`src/sv/jbsr_pkg.sv`:
```
// shared types, codes and sizes of the jitter buffer slot ring
package jbsr_pkg;

    localparam int NUM_SLOTS = 16;
    localparam int SLOT_W    = $clog2(NUM_SLOTS);
    localparam int LEVEL_W   = $clog2(NUM_SLOTS + 1);
    localparam int LEN_W     = 16;
    localparam int TAG_W     = 16;
    localparam int BYTES_W   = 16;
    localparam int OFFSET_W  = 20;
    localparam int ACT_W     = 3;
    localparam int MODE_W    = 2;
    localparam int CFG_IDX_W = 1;
    localparam int CFG_DAT_W = 16;

    localparam logic [ACT_W-1:0] ACT_CLAIM_WR = 3'd0;
    localparam logic [ACT_W-1:0] ACT_COMMIT   = 3'd1;
    localparam logic [ACT_W-1:0] ACT_CLAIM_RD = 3'd2;
    localparam logic [ACT_W-1:0] ACT_RELEASE  = 3'd3;
    localparam logic [ACT_W-1:0] ACT_RESET    = 3'd4;

    localparam logic [MODE_W-1:0] MODE_STOPPED = 2'd0;
    localparam logic [MODE_W-1:0] MODE_FILLING = 2'd1;
    localparam logic [MODE_W-1:0] MODE_RUNNING = 2'd2;

    localparam logic [CFG_IDX_W-1:0] CFG_FILL_THR   = 1'b0;
    localparam logic [CFG_IDX_W-1:0] CFG_SLOT_BYTES = 1'b1;

    localparam logic [LEVEL_W-1:0] FILL_THR_RST   = '0;
    localparam logic [BYTES_W-1:0] SLOT_BYTES_RST = 16'd4096;

    typedef struct packed {
        logic [ACT_W-1:0] action;
        logic [LEN_W-1:0] write_length;
        logic [TAG_W-1:0] beat_tag;
        logic             beat_present;
    } t_cmd;

    typedef struct packed {
        logic                granted;
        logic [SLOT_W-1:0]   slot_index;
        logic [OFFSET_W-1:0] buffer_offset;
        logic [LEN_W-1:0]    stored_length;
        logic [TAG_W-1:0]    tag_out;
        logic                tag_out_valid;
        logic [LEVEL_W-1:0]  fill_level;
        logic [MODE_W-1:0]   buffer_mode;
    } t_result;

    typedef struct packed {
        logic [LEN_W-1:0] length;
        logic [TAG_W-1:0] tag;
        logic             tag_present;
    } t_slot_data;

    // decision of the ring controller for the beat in the input register
    typedef struct packed {
        logic               granted;
        logic [SLOT_W-1:0]  slot;
        logic               rd_grant;
        logic               commit;
        logic [SLOT_W-1:0]  wr_ptr;
        logic [SLOT_W-1:0]  rd_ptr;
        logic [LEVEL_W-1:0] level;
        logic [MODE_W-1:0]  mode;
    } t_ctrl;

endpackage

```
`src/sv/jbsr_store.sv`:
```
// generic ram with one write port and a registered read port
module jbsr_store #(
    parameter int WIDTH = 8,
    parameter int DEPTH = 16
) (
    input  logic                     i_clk,
    input  logic                     i_we,
    input  logic [$clog2(DEPTH)-1:0] i_waddr,
    input  logic [WIDTH-1:0]         i_wdata,
    input  logic [$clog2(DEPTH)-1:0] i_raddr,
    output logic [WIDTH-1:0]         o_rdata
);

    logic [WIDTH-1:0] r_mem [DEPTH];
    logic [WIDTH-1:0] r_rdata;

    always_ff @(posedge i_clk) begin
        if (i_we) begin
            r_mem[i_waddr] <= i_wdata;
        end
        r_rdata <= r_mem[i_raddr];
    end

    assign o_rdata = r_rdata;

endmodule

```
`src/sv/jbsr_ctrl.sv`:
```
// ring pointers, claim flags, fill level and mode of the slot ring
module jbsr_ctrl
    import jbsr_pkg::*;
(
    input  logic               i_clk,
    input  logic               i_rst_n,
    input  logic               i_vld,
    input  logic [ACT_W-1:0]   i_action,
    input  logic [LEVEL_W-1:0] i_fill_thr,
    output t_ctrl              o_ctrl
);

    logic [SLOT_W-1:0]  r_wp, n_wp;
    logic [SLOT_W-1:0]  r_rp, n_rp;
    logic               r_wclaim, n_wclaim;
    logic               r_rclaim, n_rclaim;
    logic [LEVEL_W-1:0] r_level, n_level;
    logic [MODE_W-1:0]  r_mode, n_mode;

    logic [MODE_W-1:0]  start_mode;
    logic [SLOT_W-1:0]  wp_inc;
    logic [SLOT_W-1:0]  rp_inc;
    logic               full;
    logic               empty;

    // slot status follows from the ring order: the level counts ready and
    // read-claimed slots, the write slot is free unless claimed or full
    assign full  = (r_level == LEVEL_W'(NUM_SLOTS));
    assign empty = (r_level == '0);

    assign wp_inc = (r_wp == SLOT_W'(NUM_SLOTS - 1)) ? '0 : r_wp + 1'b1;
    assign rp_inc = (r_rp == SLOT_W'(NUM_SLOTS - 1)) ? '0 : r_rp + 1'b1;

    assign start_mode = (r_mode != MODE_STOPPED) ? r_mode
                      : ((i_fill_thr == '0) ? MODE_RUNNING : MODE_FILLING);

    always_comb begin
        n_wp     = r_wp;
        n_rp     = r_rp;
        n_wclaim = r_wclaim;
        n_rclaim = r_rclaim;
        n_level  = r_level;
        n_mode   = r_mode;
        o_ctrl.granted  = 1'b0;
        o_ctrl.slot     = '0;
        o_ctrl.rd_grant = 1'b0;
        o_ctrl.commit   = 1'b0;
        if (i_vld) begin
            unique case (i_action)
                ACT_CLAIM_WR: begin
                    n_mode      = start_mode;
                    o_ctrl.slot = r_wp;
                    if (!r_wclaim && !full) begin
                        n_wclaim       = 1'b1;
                        o_ctrl.granted = 1'b1;
                    end
                end
                ACT_COMMIT: begin
                    o_ctrl.slot = r_wp;
                    if (r_wclaim) begin
                        n_wclaim       = 1'b0;
                        n_wp           = wp_inc;
                        n_level        = full ? r_level : r_level + 1'b1;
                        o_ctrl.commit  = 1'b1;
                        o_ctrl.granted = 1'b1;
                        if (r_mode == MODE_FILLING && n_level >= i_fill_thr) begin
                            n_mode = MODE_RUNNING;
                        end
                    end
                end
                ACT_CLAIM_RD: begin
                    n_mode      = start_mode;
                    o_ctrl.slot = r_rp;
                    if (start_mode == MODE_RUNNING && !empty && !r_rclaim) begin
                        n_rclaim        = 1'b1;
                        o_ctrl.rd_grant = 1'b1;
                        o_ctrl.granted  = 1'b1;
                    end
                end
                ACT_RELEASE: begin
                    o_ctrl.slot = r_rp;
                    if (r_rclaim) begin
                        n_rclaim       = 1'b0;
                        n_rp           = rp_inc;
                        n_level        = empty ? r_level : r_level - 1'b1;
                        o_ctrl.granted = 1'b1;
                        if (r_mode == MODE_RUNNING && n_level == '0 && i_fill_thr != '0) begin
                            n_mode = MODE_FILLING;
                        end
                    end
                end
                ACT_RESET: begin
                    n_wp     = '0;
                    n_rp     = '0;
                    n_wclaim = 1'b0;
                    n_rclaim = 1'b0;
                    n_level  = '0;
                    n_mode   = MODE_STOPPED;
                    o_ctrl.granted = 1'b1;
                end
                default: begin
                end
            endcase
        end
        o_ctrl.wr_ptr = r_wp;
        o_ctrl.rd_ptr = r_rp;
        o_ctrl.level  = n_level;
        o_ctrl.mode   = n_mode;
    end

    always_ff @(posedge i_clk) begin
        if (!i_rst_n) begin
            r_wp     <= '0;
            r_rp     <= '0;
            r_wclaim <= 1'b0;
            r_rclaim <= 1'b0;
            r_level  <= '0;
            r_mode   <= MODE_STOPPED;
        end else begin
            r_wp     <= n_wp;
            r_rp     <= n_rp;
            r_wclaim <= n_wclaim;
            r_rclaim <= n_rclaim;
            r_level  <= n_level;
            r_mode   <= n_mode;
        end
    end

endmodule

```
`src/sv/jitter_buffer_slot_ring.sv`:
```
// jitter buffer slot ring: descriptor controller for a ring of buffer slots
//
// commands enter on i_cmd with i_start; o_busy is always low, so a command
// is taken at every edge where i_start is high. each command gives exactly
// one beat on o_result, marked by o_strobe for one cycle: the command passes
// the input register and then the result register, and the beat is taken at
// the edge that closes its strobe cycle. commands stream at one per cycle:
// the input register feeds one pass of ring control and a 4x16 offset
// multiply into the result register, and the ring state is updated at the
// same edge, so the next command sees it. the slot store is read at the
// read pointer on that same edge and its read register supplies the stored
// length and tag of a granted read claim.
// claims that cannot proceed are refused with granted low, never queued.
// configuration: i_cfg_we writes fill_threshold (index 0) or slot_bytes
// (index 1) from i_cfg_data; write only while no command is in flight.
// reset (i_rst_n low, synchronous) frees all slots, clears pointers, level
// and mode, and sets fill_threshold to 0 and slot_bytes to 4096; stored
// lengths and tags are not cleared.
// the receiver cannot stall: every strobed beat is taken in its cycle.
module jitter_buffer_slot_ring
    import jbsr_pkg::*;
(
    input  logic                 i_clk,
    input  logic                 i_rst_n,
    input  logic                 i_start,
    output logic                 o_busy,
    input  t_cmd                 i_cmd,
    output logic                 o_strobe,
    output t_result              o_result,
    input  logic                 i_cfg_we,
    input  logic [CFG_IDX_W-1:0] i_cfg_idx,
    input  logic [CFG_DAT_W-1:0] i_cfg_data
);

    logic               r_cmd_vld;
    t_cmd               r_cmd;
    logic               r_res_vld;
    t_result            r_res, n_res;
    logic               r_rd_grant;
    logic [LEVEL_W-1:0] r_fill_thr;
    logic [BYTES_W-1:0] r_slot_bytes;

    t_ctrl              ctrl;
    t_slot_data         wr_data;
    t_slot_data         rd_data;
    logic               accept;

    assign o_busy = 1'b0;
    assign accept = i_start && !o_busy;

    always_ff @(posedge i_clk) begin
        if (!i_rst_n) begin
            r_fill_thr   <= FILL_THR_RST;
            r_slot_bytes <= SLOT_BYTES_RST;
        end else if (i_cfg_we) begin
            unique case (i_cfg_idx)
                CFG_FILL_THR:   r_fill_thr   <= i_cfg_data[LEVEL_W-1:0];
                CFG_SLOT_BYTES: r_slot_bytes <= i_cfg_data[BYTES_W-1:0];
                default: begin
                end
            endcase
        end
    end

    always_ff @(posedge i_clk) begin
        if (!i_rst_n) begin
            r_cmd_vld <= 1'b0;
        end else begin
            r_cmd_vld <= accept;
        end
    end

    always_ff @(posedge i_clk) begin
        if (accept) begin
            r_cmd <= i_cmd;
        end
    end

    jbsr_ctrl u_ctrl (
        .i_clk      (i_clk),
        .i_rst_n    (i_rst_n),
        .i_vld      (r_cmd_vld),
        .i_action   (r_cmd.action),
        .i_fill_thr (r_fill_thr),
        .o_ctrl     (ctrl)
    );

    assign wr_data.length      = r_cmd.write_length;
    assign wr_data.tag         = r_cmd.beat_tag;
    assign wr_data.tag_present = r_cmd.beat_present;

    // read port follows the read pointer, so its register holds the read slot
    jbsr_store #(
        .WIDTH ($bits(t_slot_data)),
        .DEPTH (NUM_SLOTS)
    ) u_store (
        .i_clk   (i_clk),
        .i_we    (ctrl.commit),
        .i_waddr (ctrl.wr_ptr),
        .i_wdata (wr_data),
        .i_raddr (ctrl.rd_ptr),
        .o_rdata (rd_data)
    );

    always_comb begin
        n_res.granted       = ctrl.granted;
        n_res.slot_index    = ctrl.slot;
        n_res.buffer_offset = OFFSET_W'(ctrl.slot) * OFFSET_W'(r_slot_bytes);
        n_res.stored_length = '0;
        n_res.tag_out       = '0;
        n_res.tag_out_valid = 1'b0;
        n_res.fill_level    = ctrl.level;
        n_res.buffer_mode   = ctrl.mode;
    end

    always_ff @(posedge i_clk) begin
        if (!i_rst_n) begin
            r_res_vld <= 1'b0;
        end else begin
            r_res_vld <= r_cmd_vld;
        end
    end

    always_ff @(posedge i_clk) begin
        if (r_cmd_vld) begin
            r_res      <= n_res;
            r_rd_grant <= ctrl.rd_grant;
        end
    end

    assign o_strobe = r_res_vld;

    always_comb begin
        o_result = r_res;
        if (r_rd_grant) begin
            o_result.stored_length = rd_data.length;
            o_result.tag_out       = rd_data.tag;
            o_result.tag_out_valid = rd_data.tag_present;
        end
    end

    // every accepted command yields its beat via the input and result registers
    a_beat_latency: assert property (@(posedge i_clk) disable iff (!i_rst_n)
        accept |=> ##1 o_strobe)
        else $error("command without result beat");

    // a delivered tag only comes with a granted read while running
    a_tag_needs_run: assert property (@(posedge i_clk) disable iff (!i_rst_n)
        o_strobe && o_result.tag_out_valid |->
            o_result.granted && o_result.buffer_mode == MODE_RUNNING)
        else $error("tag delivered outside a granted read claim");

    // the level never exceeds the ring size
    a_level_bound: assert property (@(posedge i_clk) disable iff (!i_rst_n)
        o_strobe |-> o_result.fill_level <= LEVEL_W'(NUM_SLOTS))
        else $error("fill level beyond ring size");

endmodule
```
`config.mk`:
```
export PLATFORM = sky130hd
export DESIGN_NAME = jitter_buffer_slot_ring
export DESIGN_NICKNAME = d
export VERILOG_FILES = /design/src/sv/jbsr_pkg.sv /design/src/sv/jbsr_store.sv /design/src/sv/jbsr_ctrl.sv /design/src/sv/jitter_buffer_slot_ring.sv
export SDC_FILE = /design/constraint.sdc
export NUM_CORES = 1
export LEC_CHECK = 0
export ABC_CLOCK_PERIOD_IN_PS = 14000
export BUFFER_PORTS_ARGS = -buffer_cell sky130_fd_sc_hd__buf_4
export CORE_ASPECT_RATIO = 0.5
export CORE_MARGIN = 3
export CORE_UTILIZATION = 30
export DETAILED_ROUTE_END_ITERATION = 7
export HOLD_SLACK_MARGIN = 0.12
export PLACE_DENSITY_LB_ADDON = 0.2
export SLEW_MARGIN = 10
export SYNTH_ARGS = -nofsm -noshare
export SYNTH_HDL_FRONTEND = slang
export SYNTH_SLANG_ARGS = --single-unit
```
`constraint.sdc`:
```
create_clock -name i_clk -period 14 [get_ports i_clk]
set_input_delay 2.8 -clock i_clk [delete_from_list [all_inputs] [get_ports i_clk]]
set_output_delay 2.8 -clock i_clk [all_outputs]
set_load 0.005 [all_outputs]
```
======== Yosys cells after proc, flatten, opt, wreduce, memory -nomap -nowiden ========
Memories as Yosys holds them, arrays and structs flattened. A register that Yosys moved wholly into a read port is not among the register bits.
Cells that the tools add are included.
word-level totals
  register bits after elaboration ......... 109
  latch bits .............................. 0
  memory bits (writable) .................. 528
  ROM bits ................................ 0
  bits of input ports ..................... 57
  output and inout bits ................... 67
  word-level logic and storage cells ...... 110
  memories kept ........................... 1
memories
  name           depth  width  rd ports  clocked after memory_dff  wr ports  line              RTL
  u_store.r_mem  16     33     1         1                         1         jbsr_store.sv:14  logic [WIDTH-1:0] r_mem [DEPTH];
cells by class
  add/sub/neg operators ................... 4
  $mul .................................... 1
  divide/modulo/power cells ............... 0
  $lt $le $gt $ge ......................... 1
  equal/unequal tests ..................... 14
  shifts and indexed selects .............. 0
  muxes and demuxes ....................... 36
  bitwise logic cells ..................... 1
  reduce and logical (&&, ||, !) cells .... 32
operators with widths
  operator                                                                  number
  33-bit 2-to-1 mux                                                         1
  5-bit 2-to-1 mux                                                          5
  4-bit case mux with 2 select lines                                        3
  4-bit by 16-bit multiplier with 20-bit output                             1
  4-bit 2-to-1 mux                                                          4
  5-bit zero test                                                           3
  5-bit case mux with 3 select lines                                        1
  2-bit 2-to-1 mux                                                          7
  3-bit AND reduction                                                       4
  1-bit 2-to-1 mux                                                          10
  2-bit nonzero test                                                        5
  2-bit OR reduction                                                        5
  4-bit by 1-bit adder with 4-bit output (second input constant)            2
  4-bit == test (second input constant)                                     2
  2-bit by 1-bit inequality test with 1-bit output (second input constant)  4
  2-bit case mux with 4 select lines                                        1
  3-bit by 2-bit == test with 1-bit output (second input constant)          2
  1-bit logical AND                                                         6
  6-bit 2-to-1 mux                                                          1
  2-bit AND reduction                                                       3
  5-bit by 1-bit adder with 5-bit output (second input constant)            1
  5-bit == test (second input constant)                                     1
  5-bit greater-or-equal comparator                                         1
  1-bit case mux with 5 select lines                                        1
  other kinds (10)                                                          15

======== Logic depth before layout (Yosys ltp) ========
  depth after elaboration ................. 11
  mapped depth ............................ 17
  gate-level depth less buffers ........... 15

======== Hierarchy ========
A second synthesis with hierarchy kept.
unflattened totals
  cell total of the unflattened synthesis .. 1515
  area total of the unflattened synthesis .. 27279.9 um2
modules (own cells, without submodules)
  module                   instances  cells each  area an instance (um2)
  jbsr_store               1          864         20631.0
  jitter_buffer_slot_ring  1          461         5132.4
  jbsr_ctrl                1          190         1516.5

======== Worst setup path before layout ========
OpenSTA, ideal clock, no wires.
  kind .................................... register -> register
  from .................................... reg r_cmd_vld
  to ...................................... reg r_res, in the netlist o_result[58], data pin
  setup time .............................. 263 ps
  arrival ................................. 4522 ps
  slack ................................... 9215 ps
  stages on the path, launching flop included .. 15
  buffers on the path ..................... 1
  period minus slack after synthesis ...... 4785 ps
  cell sequence ........................... dfxtp_1 -> nand2b_1 -> nor2_1 -> clkbuf_1 -> nand2_1 -> fa_1 -> fa_1 -> inv_1 -> ha_1 -> a21o_1 -> a221oi_2 -> o21ai_1 -> a31o_2 -> a311oi_1 -> xnor2_1
RTL lines
  item                    line                            RTL
  start, declared         jitter_buffer_slot_ring.sv:35   logic r_cmd_vld;
  start signal, assigned  jitter_buffer_slot_ring.sv:69   r_cmd_vld <= accept;
  end signal, assigned    jitter_buffer_slot_ring.sv:126  r_res <= n_res;
  end, declared           jitter_buffer_slot_ring.sv:38   t_result r_res, n_res;

==> results.md <==
- CP required: roughly 14 ns
- P per Cell Area: 129 nW/um2
- Crit-path leading delay family: compound AO/OA/AOI/OAI gates
- CTS tree: done
- First-pass GRT wire length: 94600 um
- Peak Freq: approximately 0.19 GHz
- Worst-skew pair later-pin latency: between 0.6 and 0.7 ns
- Vias: about 13000
- CP max stage delay: between 1 and 1.5 ns
- Largest family of logic cells by synthesized area: multiplexers
- Syn_nets: between 1500 and 2000
- Fillers: a little over 8000
- Skew final: approximately 0.027 ns
- Mux cell area share after synthesis: between 10% and 20%
- ANT nets after route: 0
- Worst Max-Slew Pin Slew: roughly 1.1 ns
- Die Area: around 94000 um2
- # diodes: 0
- Initial antenna violation count: 1
- Vias in the first global route: 13800
- DP HPWL: between 30000 and 40000 um
- Initial DRC count: 961
- CP Launch Type: flip-flop
- Register bit total from synthesis: between 600 and 700
- Max IR drop VDD: about 97 uV
- Starting Density: between 30% and 40%
- Arr. time, crit path: ~5.6 ns
- Post-synthesis cell type with the largest combined area: edfxtp_1
- Post-Syn Instances: roughly 1400
- Share of Yosys cell area claimed by the top area cell type: 66.4%
- Core Rows: just under 80
- CORE AREA: 88700 um2
- Setup_tns: 0 ns
- # IOs: between 100 and 150
- Top FF cell, synth: edfxtp_1
- Hold buffer count at cts: 0
- Final net count: 1701
- Crit path capture type: flip-flop
- Post-synthesis xor/xnor area fraction: less than 1%
- Slowest cell on crit path: dfxtp_4
- Overflow after GRT: 0
- Final WL: 63700 um
- Fin. max-slew vios: 0
- Post-synthesis sequential area ratio: 71.8%
- Simple-gate share of the synthesized area: 5.30%
- Final setup vio count: 0
- WP buf/inv: 2
- Number of detailed-route iterations in the first pass: 5
- Final period util: between 30% and 40%
- Compound-Gate Fraction of Synth Area: 2.37%
- Power Total: a little over 0.004 W
- Crit-path cells: mux2i_1 -> nor2_1 -> and2_1 -> fa_1 -> inv_1 -> fa_1 -> inv_1 -> ha_1 -> a21o_1 -> a221oi_2 -> o21ai_1 -> a31o_2 -> a311oi_1 -> xnor2_1
- Syn. warnings: 0
- Clk Tree Root Cell: clkbuf_16
- Ys async rst share: 0%
- Die X: around 430 um
- Setup slack, reg-to-reg: around 8.7 ns
- # resized after CTS: 0
- Share of layout cells above drive strength 1: between 20% and 30%
- Syn avg cell area: 18.9 um2
- Max Cap Viol: 0
- Post-CTS Setup Repair Bufs: 0
- Setup CP Type: flip-flop to flip-flop
- Synthesis-to-finish area growth: 16.9%
- Status: finished clean
- Leakage: between 10 and 15 nW
- RePlAce Congestion: 0.754
- Via density: about 4.6
- Critical path peak fanout: 39
- Slew margin rel.: around a quarter
- Pin count of the biggest net entering global routing: 60
- CTS Buf Count: 66
- CTS max path bufs: 3
- DRC: 0
- Worst-path clk slew: roughly 0.06 ns
- Hold Vio Cnt, Final: 0
- Crit path time final: about 5.3 ns
- DR WL/cell: roughly 23 um
- Synthesized area: roughly 27000 um2
- Gr usage total: about 14%
- EDFF count, synth: just under 600
- Synth cell types: around 60
- H-Tree Depth: 3
- Die Span Y: between 200 and 250 um
- Port bufs: around 120
- Sink Count: 670
- Post-synthesis adder-cell area fraction: about 3.7%
- Hold/Removal Path Class: flip-flop to flip-flop
- Synth top area cells: edfxtp_1, mux4_2, dfxtp_1
- RSZ-0062 raised after global routing: no
-- cells in the mapped netlist, types with 8 or more instances --
| cell type | n |
|---|---|
| o21ai_0 | 16 |
| buf_2 | 10 |
| nand2_1 | 80 |
| nor3_1 | 10 |
| nand3_1 | 15 |
| nor2b_1 | 13 |
| nor2_1 | 35 |
| inv_1 | 65 |
| xnor2_1 | 16 |
| edfxtp_1 | 597 |
| nand2b_1 | 8 |
| ha_1 | 36 |
| a21boi_0 | 16 |
| mux2i_1 | 9 |
| and2_1 | 94 |
| clkbuf_1 | 41 |
| fa_1 | 28 |
| a21oi_1 | 22 |
| mux4_2 | 165 |
| dfxtp_1 | 73 |
-- metal layers --
layer	vias to the layer above	global-route usage, %	routed length (um)
met1	6876	19.2	29900
met3	71	2.72	2440
met2	223	22.0	30200
li1	5881	-	-
met5	-	0	0
met4	0	3.32	1150
-- kinds of logic (layout without fill, tap and decap cells) --
family	Yosys count	after routing
muxes	174	174
AOI/OAI and AO/OA	94	94
buffers and inverters	130	335
DFF	670	670
other	1	1
adders and majority gates	64	64
xor gates and xnor gates	21	21
and+or+nand+nor	275	275
-- layout by cell type (no fill, tap or decap), types with 6 or more instances in the layout --
cell and instances:
edfxtp_1 597, mux4_2 165, buf_4 148, and2_1 94, nand2_1 80, clkbuf_16 68
dfxtp_1 68, inv_1 65, ha_1 36, fa_1 28, nor2_1 23, a21oi_1 22
clkbuf_1 20, xnor2_1 16, o21ai_0 16, a21boi_0 16, nand3_1 15, nor2b_1 13
nor2_4 12, mux2i_1 9, clkinv_1 9, nand2b_1 8, a21o_1 7, a31oi_1 7
clkinv_2 7, clkbuf_8 7, nor3_1 6
-- worst register-to-register path, stage by stage (launching register included) --
cell	delay [ns]
dfxtp_4	1.03
mux2i_1	0.19
nor2_1	0.88
and2_1	0.27
fa_1	0.41
inv_1	0.08
fa_1	0.42
inv_1	0.07
ha_1	0.27
a21o_1	0.23
a221oi_2	0.34
o21ai_1	0.15
a31o_2	0.30
a311oi_1	0.31
xnor2_1	0.10
-- flip-flops by register name (all words and copies together), names as in the netlist --
register / flops
u_store.r_mem: 528
r_cmd: 36
u_store.o_rdata: 33
o_result: 32
r_slot_bytes: 16
r_fill_thr: 5
u_ctrl.r_level: 5
u_ctrl.r_rp: 4
u_ctrl.r_wp: 4
u_ctrl.r_mode: 2
o_strobe: 1
r_cmd_vld: 1
r_rd_grant: 1
u_ctrl.r_rclaim: 1
u_ctrl.r_wclaim: 1
-- layout make-up --
class / count / area (um2) / area share (%)
sequential: 670 / 19400 / 61.4
multi-input combinational: 629 / 7180 / 22.7
clock buffer: 95 / 1870 / 5.93
tap: 1185 / 1480 / 4.69
timing repair buffer: 148 / 1110 / 3.52
clock inverter: 27 / 283 / 0.895
inverter: 65 / 244 / 0.773
-- power by group --
| part | switching [W] | internal (W) | leakage [nW] |
|---|---|---|---|
| logic | 0.0000342 | 0.0000374 | 3.37 |
| registers | 0.0000392 | 0.00220 | 6.02 |
| clock network | 0.000779 | 0.000984 | 1.03 |
| total | 0.000853 | 0.00323 | 10.4 |
-- metrics by stage --
step / utilization [%] / cell area [um2] / setup slack (ns) / cells / hold WS (ns)
final: 35.6 / 31600 / 8.73 / 2819 / 0.512
after global placement: 33.2 / 29400 / 8.63 / 2697 / 0.504
after global routing: 35.6 / 31600 / 8.36 / 2819 / 0.552
after CTS: 35.6 / 31600 / 8.63 / 2819 / 0.520
after detailed placement: 33.2 / 29400 / 8.63 / 2697 / 0.510
after floorplan: - / 27000 / 9.21 / 1429 / 0.469
-- worst paths after layout --
check | depth (start not counted) | startpoint | endpoint
max reg2reg | 14 | u_ctrl.r_rp[2]$_SDFFE_PN0P_ | o_result[58]$_DFFE_PP_
max | 14 | u_ctrl.r_rp[2]$_SDFFE_PN0P_ | o_result[58]$_DFFE_PP_
min reg2reg | 2 | r_slot_bytes[14]$_SDFFE_PN0P_ | r_slot_bytes[14]$_SDFFE_PN0P_
min | 2 | r_slot_bytes[14]$_SDFFE_PN0P_ | r_slot_bytes[14]$_SDFFE_PN0P_
Note: power is estimated with default switching activity, not from simulation.
